**src/hdl/rpfp_pkg.sv**
```systemverilog
// rpfp_pkg: shared types, codes and constants of the rpc response frame parser
// used by every module under hdl; depends on nothing else
package rpfp_pkg;

  localparam int HEADER_BYTES    = 16;
  localparam int HDR_STORE       = HEADER_BYTES - 1;
  localparam int POS_W           = $clog2(HEADER_BYTES);
  localparam int SIZE_W          = 31;
  localparam int SER_W           = 5;
  localparam int RID_W           = 64;
  localparam int CFG_INDEX_W     = 2;
  localparam int CFG_DATA_W      = 32;
  localparam int QUEUE_DEPTH_DEF = 2;

  localparam logic [15:0]       FRAME_MAGIC     = 16'hdabb;
  localparam logic [7:0]        STATUS_OK_CODE  = 8'd20;
  localparam logic [SIZE_W-1:0] MAX_BODY_RESET  = SIZE_W'(1024 * 1024 * 4);
  localparam logic [SER_W-1:0]  SER_RESET       = SER_W'(2);

  // flag byte bit places
  localparam int FLAG_REQUEST_BIT = 7;
  localparam int FLAG_TWOWAY_BIT  = 6;
  localparam int FLAG_EVENT_BIT   = 5;

  // configuration register indexes
  localparam logic [CFG_INDEX_W-1:0] REG_MAX_BODY = CFG_INDEX_W'(0);
  localparam logic [CFG_INDEX_W-1:0] REG_SERIAL   = CFG_INDEX_W'(1);

  // result kinds
  localparam logic [1:0] KIND_ACCEPT = 2'd0;
  localparam logic [1:0] KIND_BODY   = 2'd1;
  localparam logic [1:0] KIND_REJECT = 2'd2;

  // error codes
  localparam logic [2:0] ERR_NONE    = 3'd0;
  localparam logic [2:0] ERR_MAGIC   = 3'd1;
  localparam logic [2:0] ERR_SIZE    = 3'd2;
  localparam logic [2:0] ERR_SERIAL  = 3'd3;
  localparam logic [2:0] ERR_REQUEST = 3'd4;

  // queue entry operation
  localparam logic OP_HEADER = 1'b0;
  localparam logic OP_BODY   = 1'b1;

  typedef struct packed {
    logic              op;
    logic [2:0]        err;
    logic [7:0]        flag;
    logic [7:0]        status;
    logic [RID_W-1:0]  rid;
    logic [SIZE_W-1:0] size;
    logic [7:0]        data;
    logic              last;
  } entry_t;

endpackage

```
**src/hdl/rpfp_queue.sv**
```systemverilog
// rpfp_queue: short fifo of classified words between front and back
// depends on rpfp_pkg for entry_t
module rpfp_queue
  import rpfp_pkg::*;
#(
  parameter int DEPTH = QUEUE_DEPTH_DEF
) (
  input  logic   clk,
  input  logic   rst,
  input  logic   push,
  input  entry_t push_entry,
  output logic   full,
  input  logic   pop,
  output logic   not_empty,
  output entry_t head
);

  localparam int PTR_W = (DEPTH > 1) ? $clog2(DEPTH) : 1;
  localparam int CNT_W = $clog2(DEPTH + 1);

  entry_t             slots [DEPTH];
  logic [PTR_W-1:0]   wr_ptr;
  logic [PTR_W-1:0]   rd_ptr;
  logic [CNT_W-1:0]   count;

  assign full      = (count == CNT_W'(DEPTH));
  assign not_empty = (count != '0);
  assign head      = slots[rd_ptr];

  always_ff @(posedge clk) begin
    if (push) begin
      slots[wr_ptr] <= push_entry;
    end
  end

  always_ff @(posedge clk) begin
    if (rst) begin
      wr_ptr <= '0;
      rd_ptr <= '0;
      count  <= '0;
    end else begin
      if (push) begin
        wr_ptr <= (wr_ptr == PTR_W'(DEPTH - 1)) ? '0 : wr_ptr + 1'b1;
      end
      if (pop) begin
        rd_ptr <= (rd_ptr == PTR_W'(DEPTH - 1)) ? '0 : rd_ptr + 1'b1;
      end
      if (push && !pop) begin
        count <= count + 1'b1;
      end else if (pop && !push) begin
        count <= count - 1'b1;
      end
    end
  end

endmodule

```
**src/hdl/rpfp_front.sv**
```systemverilog
// rpfp_front: takes stream bytes, collects and checks headers, tracks body length
// depends on rpfp_pkg; pushes classified words into rpfp_queue
module rpfp_front
  import rpfp_pkg::*;
(
  input  logic              clk,
  input  logic              rst,
  input  logic              in_valid,
  output logic              in_ready,
  input  logic [7:0]        data_byte,
  input  logic [SIZE_W-1:0] max_body_size,
  input  logic [SER_W-1:0]  expected_serialization,
  input  logic              q_full,
  output logic              push,
  output entry_t            push_entry
);

  logic [POS_W-1:0]  byte_pos;
  logic [POS_W-1:0]  byte_pos_next;
  logic              in_body;
  logic              in_body_next;
  logic [SIZE_W-1:0] body_left;
  logic [SIZE_W-1:0] body_left_next;
  logic [7:0]        hdr [HDR_STORE];

  logic              fire;
  logic              hdr_final;
  logic [15:0]       magic;
  logic [31:0]       size_word;
  logic [RID_W-1:0]  rid;
  logic [2:0]        err;

  assign in_ready  = !q_full;
  assign fire      = in_valid && in_ready;
  assign hdr_final = !in_body && (byte_pos == POS_W'(HDR_STORE));

  always_comb begin
    magic     = {hdr[0], hdr[1]};
    size_word = {hdr[12], hdr[13], hdr[14], data_byte};
    rid       = {hdr[4], hdr[5], hdr[6], hdr[7], hdr[8], hdr[9], hdr[10], hdr[11]};
    // first failing check wins
    if (magic != FRAME_MAGIC) begin
      err = ERR_MAGIC;
    end else if (size_word == '0 || size_word[31] ||
                 size_word[SIZE_W-1:0] > max_body_size) begin
      err = ERR_SIZE;
    end else if (hdr[2][SER_W-1:0] != expected_serialization) begin
      err = ERR_SERIAL;
    end else if (hdr[2][FLAG_REQUEST_BIT]) begin
      err = ERR_REQUEST;
    end else begin
      err = ERR_NONE;
    end
  end

  always_comb begin
    byte_pos_next  = byte_pos;
    in_body_next   = in_body;
    body_left_next = body_left;
    push           = 1'b0;
    push_entry     = '0;
    if (in_body) begin
      push_entry.op   = OP_BODY;
      push_entry.data = data_byte;
      push_entry.last = (body_left <= SIZE_W'(1));
      if (fire) begin
        push = 1'b1;
        if (body_left <= SIZE_W'(1)) begin
          body_left_next = '0;
          in_body_next   = 1'b0;
        end else begin
          body_left_next = body_left - 1'b1;
        end
      end
    end else if (hdr_final) begin
      push_entry.op     = OP_HEADER;
      push_entry.err    = err;
      push_entry.flag   = hdr[2];
      push_entry.status = hdr[3];
      push_entry.rid    = rid;
      push_entry.size   = size_word[SIZE_W-1:0];
      if (fire) begin
        push          = 1'b1;
        byte_pos_next = '0;
        // a rejected header resyncs at the very next byte
        if (err == ERR_NONE) begin
          in_body_next   = 1'b1;
          body_left_next = size_word[SIZE_W-1:0];
        end
      end
    end else if (fire) begin
      byte_pos_next = byte_pos + 1'b1;
    end
  end

  // header bytes shift in so that byte k sits in hdr[k] at the final byte
  always_ff @(posedge clk) begin
    if (fire && !in_body && !hdr_final) begin
      for (int i = 0; i < HDR_STORE - 1; i++) begin
        hdr[i] <= hdr[i+1];
      end
      hdr[HDR_STORE-1] <= data_byte;
    end
  end

  always_ff @(posedge clk) begin
    if (rst) begin
      byte_pos  <= '0;
      in_body   <= 1'b0;
      body_left <= '0;
    end else begin
      byte_pos  <= byte_pos_next;
      in_body   <= in_body_next;
      body_left <= body_left_next;
    end
  end

  a_body_at_frame_start: assert property (@(posedge clk) disable iff (rst)
    in_body |-> (byte_pos == '0 && body_left != '0))
    else $error("body phase with header bytes pending or zero length");

  a_last_ends_body: assert property (@(posedge clk) disable iff (rst)
    (push && push_entry.op == OP_BODY && push_entry.last) |=> !in_body)
    else $error("body phase outlived its last byte");

  a_good_header_opens_body: assert property (@(posedge clk) disable iff (rst)
    (push && push_entry.op == OP_HEADER && push_entry.err == ERR_NONE) |=>
      (in_body && body_left == $past(push_entry.size)))
    else $error("accepted header did not start the body");

  a_bad_header_resyncs: assert property (@(posedge clk) disable iff (rst)
    (push && push_entry.op == OP_HEADER && push_entry.err != ERR_NONE) |=>
      (!in_body && byte_pos == '0))
    else $error("rejected header did not restart header collection");

endmodule

```
**src/hdl/rpfp_back.sv**
```systemverilog
// rpfp_back: pops classified words and drives the registered result fields
// depends on rpfp_pkg for entry_t and the kind and error codes
module rpfp_back
  import rpfp_pkg::*;
(
  input  logic              clk,
  input  logic              rst,
  input  logic              q_not_empty,
  input  entry_t            q_head,
  output logic              pop,
  output logic              out_valid,
  input  logic              out_ready,
  output logic [1:0]        kind,
  output logic [2:0]        error_code,
  output logic              two_way,
  output logic              is_event,
  output logic [7:0]        status,
  output logic              status_ok,
  output logic [RID_W-1:0]  request_id,
  output logic [SIZE_W-1:0] body_size,
  output logic [7:0]        body_byte,
  output logic              last
);

  logic load;
  logic is_hdr;

  assign load   = !out_valid || out_ready;
  assign pop    = q_not_empty && load;
  assign is_hdr = (q_head.op == OP_HEADER);

  always_ff @(posedge clk) begin
    if (rst) begin
      out_valid <= 1'b0;
    end else if (load) begin
      out_valid <= q_not_empty;
    end
  end

  always_ff @(posedge clk) begin
    if (pop) begin
      if (is_hdr) begin
        kind <= (q_head.err == ERR_NONE) ? KIND_ACCEPT : KIND_REJECT;
      end else begin
        kind <= KIND_BODY;
      end
      error_code <= is_hdr ? q_head.err : ERR_NONE;
      two_way    <= is_hdr && q_head.flag[FLAG_TWOWAY_BIT];
      is_event   <= is_hdr && q_head.flag[FLAG_EVENT_BIT];
      status     <= is_hdr ? q_head.status : 8'd0;
      status_ok  <= is_hdr && (q_head.status == STATUS_OK_CODE);
      request_id <= is_hdr ? q_head.rid : '0;
      body_size  <= is_hdr ? q_head.size : '0;
      body_byte  <= is_hdr ? 8'd0 : q_head.data;
      last       <= !is_hdr && q_head.last;
    end
  end

endmodule

```
**src/hdl/rpc_response_frame_parser.sv**
```systemverilog
// rpc_response_frame_parser: top level, configuration registers and part wiring
// depends on rpfp_pkg, rpfp_front, rpfp_queue and rpfp_back
//
// Usage: raw response bytes enter one per word on in_valid/in_ready with
// data_byte. The first 16 bytes of a frame form the header; the 16th byte
// yields one header word (kind accepted or rejected, with the decoded fields
// and an error code), the first 15 yield nothing. After an accepted header the
// next body_size bytes come out one word each as kind body, the final one with
// last set. After a rejected header the next byte starts a new header.
// Results leave on out_valid/out_ready. max_body_size (index 0) and
// expected_serialization (index 1) are written on cfg_valid/cfg_ready with
// cfg_index and cfg_data; cfg_ready is always high, other indexes are dropped.
// Throughput: one byte per cycle while in_ready is high, limited by the
// front's per-byte header check and the queue push. A result enters the
// queue at the edge that accepts its byte, then the output register once
// that register is free. When the receiver stalls, the queue fills and
// in_ready drops once QUEUE_DEPTH results wait in the queue behind the one
// held in the output register. Reset clears the parse position, the body
// count, the queue and the output valid, and restores the register defaults.
module rpc_response_frame_parser
  import rpfp_pkg::*;
#(
  parameter int QUEUE_DEPTH = QUEUE_DEPTH_DEF
) (
  input  logic                   clk,
  input  logic                   rst,
  input  logic                   in_valid,
  output logic                   in_ready,
  input  logic [7:0]             data_byte,
  input  logic                   cfg_valid,
  output logic                   cfg_ready,
  input  logic [CFG_INDEX_W-1:0] cfg_index,
  input  logic [CFG_DATA_W-1:0]  cfg_data,
  output logic                   out_valid,
  input  logic                   out_ready,
  output logic [1:0]             kind,
  output logic [2:0]             error_code,
  output logic                   two_way,
  output logic                   is_event,
  output logic [7:0]             status,
  output logic                   status_ok,
  output logic [RID_W-1:0]       request_id,
  output logic [SIZE_W-1:0]      body_size,
  output logic [7:0]             body_byte,
  output logic                   last
);

  logic [SIZE_W-1:0] max_body_size;
  logic [SER_W-1:0]  expected_serialization;

  logic   q_full;
  logic   q_push;
  entry_t q_push_entry;
  logic   q_pop;
  logic   q_not_empty;
  entry_t q_head;

  assign cfg_ready = 1'b1;

  always_ff @(posedge clk) begin
    if (rst) begin
      max_body_size          <= MAX_BODY_RESET;
      expected_serialization <= SER_RESET;
    end else if (cfg_valid && cfg_ready) begin
      case (cfg_index)
        REG_MAX_BODY: max_body_size          <= cfg_data[SIZE_W-1:0];
        REG_SERIAL:   expected_serialization <= cfg_data[SER_W-1:0];
        default: ;
      endcase
    end
  end

  rpfp_front u_front (
    .clk                    (clk),
    .rst                    (rst),
    .in_valid               (in_valid),
    .in_ready               (in_ready),
    .data_byte              (data_byte),
    .max_body_size          (max_body_size),
    .expected_serialization (expected_serialization),
    .q_full                 (q_full),
    .push                   (q_push),
    .push_entry             (q_push_entry)
  );

  rpfp_queue #(
    .DEPTH (QUEUE_DEPTH)
  ) u_queue (
    .clk        (clk),
    .rst        (rst),
    .push       (q_push),
    .push_entry (q_push_entry),
    .full       (q_full),
    .pop        (q_pop),
    .not_empty  (q_not_empty),
    .head       (q_head)
  );

  rpfp_back u_back (
    .clk         (clk),
    .rst         (rst),
    .q_not_empty (q_not_empty),
    .q_head      (q_head),
    .pop         (q_pop),
    .out_valid   (out_valid),
    .out_ready   (out_ready),
    .kind        (kind),
    .error_code  (error_code),
    .two_way     (two_way),
    .is_event    (is_event),
    .status      (status),
    .status_ok   (status_ok),
    .request_id  (request_id),
    .body_size   (body_size),
    .body_byte   (body_byte),
    .last        (last)
  );

endmodule
```
**config.mk**
```make
export PLATFORM = sky130hd
export DESIGN_NAME = rpc_response_frame_parser
export DESIGN_NICKNAME = d
export VERILOG_FILES = /design/src/hdl/rpfp_pkg.sv /design/src/hdl/rpfp_queue.sv /design/src/hdl/rpfp_front.sv /design/src/hdl/rpfp_back.sv /design/src/hdl/rpc_response_frame_parser.sv
export SDC_FILE = /design/constraint.sdc
export NUM_CORES = 1
export LEC_CHECK = 0
export ABC_AREA = 1
export BUFFER_PORTS_ARGS = -buffer_cell sky130_fd_sc_hd__buf_2
export CAP_MARGIN = 20
export CORE_AREA = 2 2 191 193
export CTS_BUF_LIST = sky130_fd_sc_hd__clkbuf_4 sky130_fd_sc_hd__clkbuf_8 sky130_fd_sc_hd__clkbuf_16
export CTS_CLUSTER_SIZE = 25
export DETAILED_ROUTE_END_ITERATION = 8
export DIE_AREA = 0 0 193 195
export HOLD_SLACK_MARGIN = 0.06
export PLACE_DENSITY = 0.94
export SYNTH_ARGS = -nofsm -noshare
export SYNTH_HDL_FRONTEND = slang
export SYNTH_SLANG_ARGS = --single-unit
```
**constraint.sdc**
```tcl
create_clock -name clk -period 20.8 [get_ports clk]
set_input_delay 3.12 -clock clk [delete_from_list [all_inputs] [get_ports clk]]
set_output_delay 3.12 -clock clk [all_outputs]
set_load 0.1 [all_outputs]
```
==> metrics.md <==
| Metric | Value |
|---|---|
| Clk root buf | `clkbuf_16` |
| # setup viols final | `0` |
| GRT Resource Usage Total | `28.9%` |
| Number of DRC markers in iteration 0 | `1781` |
| Cell mode on critical path | `nand2_1` |
| Top-count cell post-synth | `edfxtp_1` |
| Final ANT Viol Nets | `0` |
| Yosys warns | `0` |
| Area of the core | `35400 um^2` |
| Least-Margin Pin Slew | `1.14 ns` |
| Min-Delay Path Class | `flop to flop` |
| Area share of the leading cell type in the synthesized netlist | `62.5%` |
| Post-synth top flop | `edfxtp_1` |
| Synthesized area | `22900 um^2` |
| Total Die Area | `37600 um^2` |
| WHS | `0.461 ns` |
| Slowest-stage cell, CP | `nand2_2` |
| TritonCTS clock tree | `yes` |
| Synth Area in Adders | `1.92%` |
| Syn Nets | `1943` |
| Drt total wl | `54500 um` |
| Crit path max fanout | `51` |
| P&R area growth vs syn | `12.9%` |
| CP Capture Type | `flop` |
| Leakage | `11.0 nW` |
| Synth Area per Inst | `12.3 um^2` |
| Vias in the first global route | `14.9k` |
| Commonest cells post-synth | `476 x edfxtp_1, 308 x inv_1, 245 x nand2_1` |
| WP data arrival | `6.45 ns` |
| Number of synthesized flops with an enable pin | `476` |
| Initial antenna violation count | `2` |
| Post-CTS Setup Inserts | `0` |
| First-pass DRT Iterations | `6` |
| Synth Area in Simple Gates | `11.1%` |
| Clk_skew | `0.0254 ns` |
| Global placement routability congestion | `0.882` |
| Synth area leader | `edfxtp_1` |
| Startpoint class of the critical path | `primary input` |
| Cell variety after synth | `48` |
| Die Ht | `195 um` |
| Ant diodes | `0` |
| Outcome | `finished clean` |
| Final Cell Area | `25800 um^2` |
| Worst-Skew Late Latency | `0.60 ns` |
| Asr flop ratio synth | `0%` |
| Xor/xnor share of the synthesized area | `1.23%` |
| Max Fclk | `168 MHz` |
| Synth Instances | `1861` |
| Sequential area share after synthesis | `69.4%` |
| Peak supply drop | `233 uV` |
| Post-CTS sizing | `0` |
| Cell family contributing the most delay on the critical path | `simple AND/OR/NAND/NOR gates` |
| Crit path buf inv count | `2` |
| Clk sink count | `554` |
| Synth area leaders | `edfxtp_1 63%, dfxtp_1 6.8%, mux2_2 5.2%, inv_1 5.1%, nand2_1 4.0%` |
| Mux cell area share after synthesis | `5.66%` |
| DR vias | `14.7k` |
| Max Cap Viol | `0` |
| Row Count | `69` |
| DIE WIDTH | `193 um` |
| First-pass GRT wire length | `82300 um` |
| # H-tree levels | `2` |
| Final Util | `72.9%` |
| #FFs+latches synth | `554` |
| Fin crit period | `5.97 ns` |
| Pwr Density | `145 nW/um^2` |
| Initial core utilization | `64.6%` |
| Layout cells sized above 1 | `21.0%` |
| Hold Violations, Final | `0` |
| DP HPWL | `31700 um` |
| Tot Pwr | `0.00374 W` |
| Largest net degree at the start of global routing | `99` |
| Clock buffer depth | `3` |
| Final #Nets | `2110` |
| RSZ-0062 raised after global routing | `no` |
| Max-slew violations | `0` |
| Placed cell areas | `24100 um^2` |
| GR Overflow Total | `0` |
| DRC | `0` |
| Port bufs | `167` |
| Top-level I/O count | `170` |
| Hold buffers post-CTS | `0` |
| CP Cell Sequence | `buf_2 > ha_1 > nand2_1 > inv_1 > a21oi_1 > nand2_1 > nand2_1 > nand2_1 > nand2_1 > nand2_1 > nand2_1 > nand4_1 > nand2_2 > nand2_1 > nor2_1 > nor2_1` |
| CP peak stage delay | `0.77 ns` |
| CTS Buf Count | `51` |
| Crit Path Category | `primary input to flop` |
| Final period util | `28.7%` |
| Setup TNS | `0 ns` |
| CP Data Required Time | `21.28 ns` |
| Fillers | `2034` |
| CTS clk-pin slew, worst paths | `0.07 ns` |
| DR WL/cell | `21.5 um` |
| Compound-gate portion of the synthesized area | `4.28%` |
| Via density | `5.81` |
| Largest family of logic cells by synthesized area | `simple AND/OR/NAND/NOR gates` |
| Max-Slew Margin vs Limit | `24.3%` |
-- flip-flops by register name (all words and copies together), names as in the netlist, 2 cells and up, named ones only --
signal / cells
u_queue.slots: 236
u_front.hdr: 120
u_back.body_size: 31
u_front.byte_pos: 4
u_back.body_byte: 8
max_body_size: 31
u_back.error_code: 3
u_front.body_left: 31
u_queue.count: 2
expected_serialization: 5
u_back.status: 8
u_back.request_id: 64
u_back.kind: 2
-- cell type report --
type	count	area (um^2)	area share [%]
clock buffer	61	1350	5.24
clock inverter	32	309	1.20
inverter	310	1160	4.51
multi-input combinational	929	5580	21.6
sequential	554	15900	61.5
tap	461	577	2.24
timing repair buffer	182	968	3.75
-- cell usage in the layout (no fill, tap or decap), drive strengths merged, types with 42 or more instances in the layout --
master,synthesis,final
a21oi,76,76
nand2,251,251
nand3,42,42
edfxtp,476,476
mux2,106,106
o21ai,43,43
buf,33,182
inv,309,312
clkbuf,35,61
nor2,258,258
dfxtp,78,78
-- final timing paths --
kind	from	slack [ns]	to	cells past startpoint
hold / removal	u_queue.rd_ptr	0.46	flop	1
setup reg to reg	u_front.hdr[12][6]	16.80	u_front.body_left[0]	12
hold reg to reg	u_queue.rd_ptr	0.46	flop	1
setup / recovery	data_byte[6]	14.84	u_front.body_left[0]	16
-- where the power goes --
group	total, W	switching [W]	internal, W	leakage (nW)
sequential	0.00153	0.0000956	0.00143	5.10
clock	0.000943	0.000415	0.000528	0.829
combinational	0.00127	0.00106	0.000212	5.03
total	0.00374	0.00157	0.00217	11.0
-- routing by layer --
| layer | GRT usage [%] | routed length (um) | up-vias |
|---|---|---|---|
| met2 | 50.0 | 27700 | 937 |
| met1 | 36.4 | 19800 | 7052 |
| li1 | - | - | 6537 |
| met3 | 4.85 | 4820 | 173 |
| met4 | 11.7 | 2100 | 2 |
| met5 | 0 | 13 | - |
-- logic make-up after synthesis --
family                   after synthesis
flip-flops                           554
other                                  1
AO/OA/AOI/OAI                        155
XOR/XNOR                              32
buffers and inverters                378
AND/OR/NAND/NOR                      590
multiplexers                         116
adder cells (fa/ha/maj)               35
-- stage by stage --
stage | instances | setup slack [ns]
final | 2529 | 14.84
after global routing | 2529 | 14.66
after CTS | 2528 | 15.01
after detailed placement | 2435 | 14.49
after global placement | 2435 | 14.66
after floorplan | 1861 | 10.41
Power figures use the tool's default switching activity.
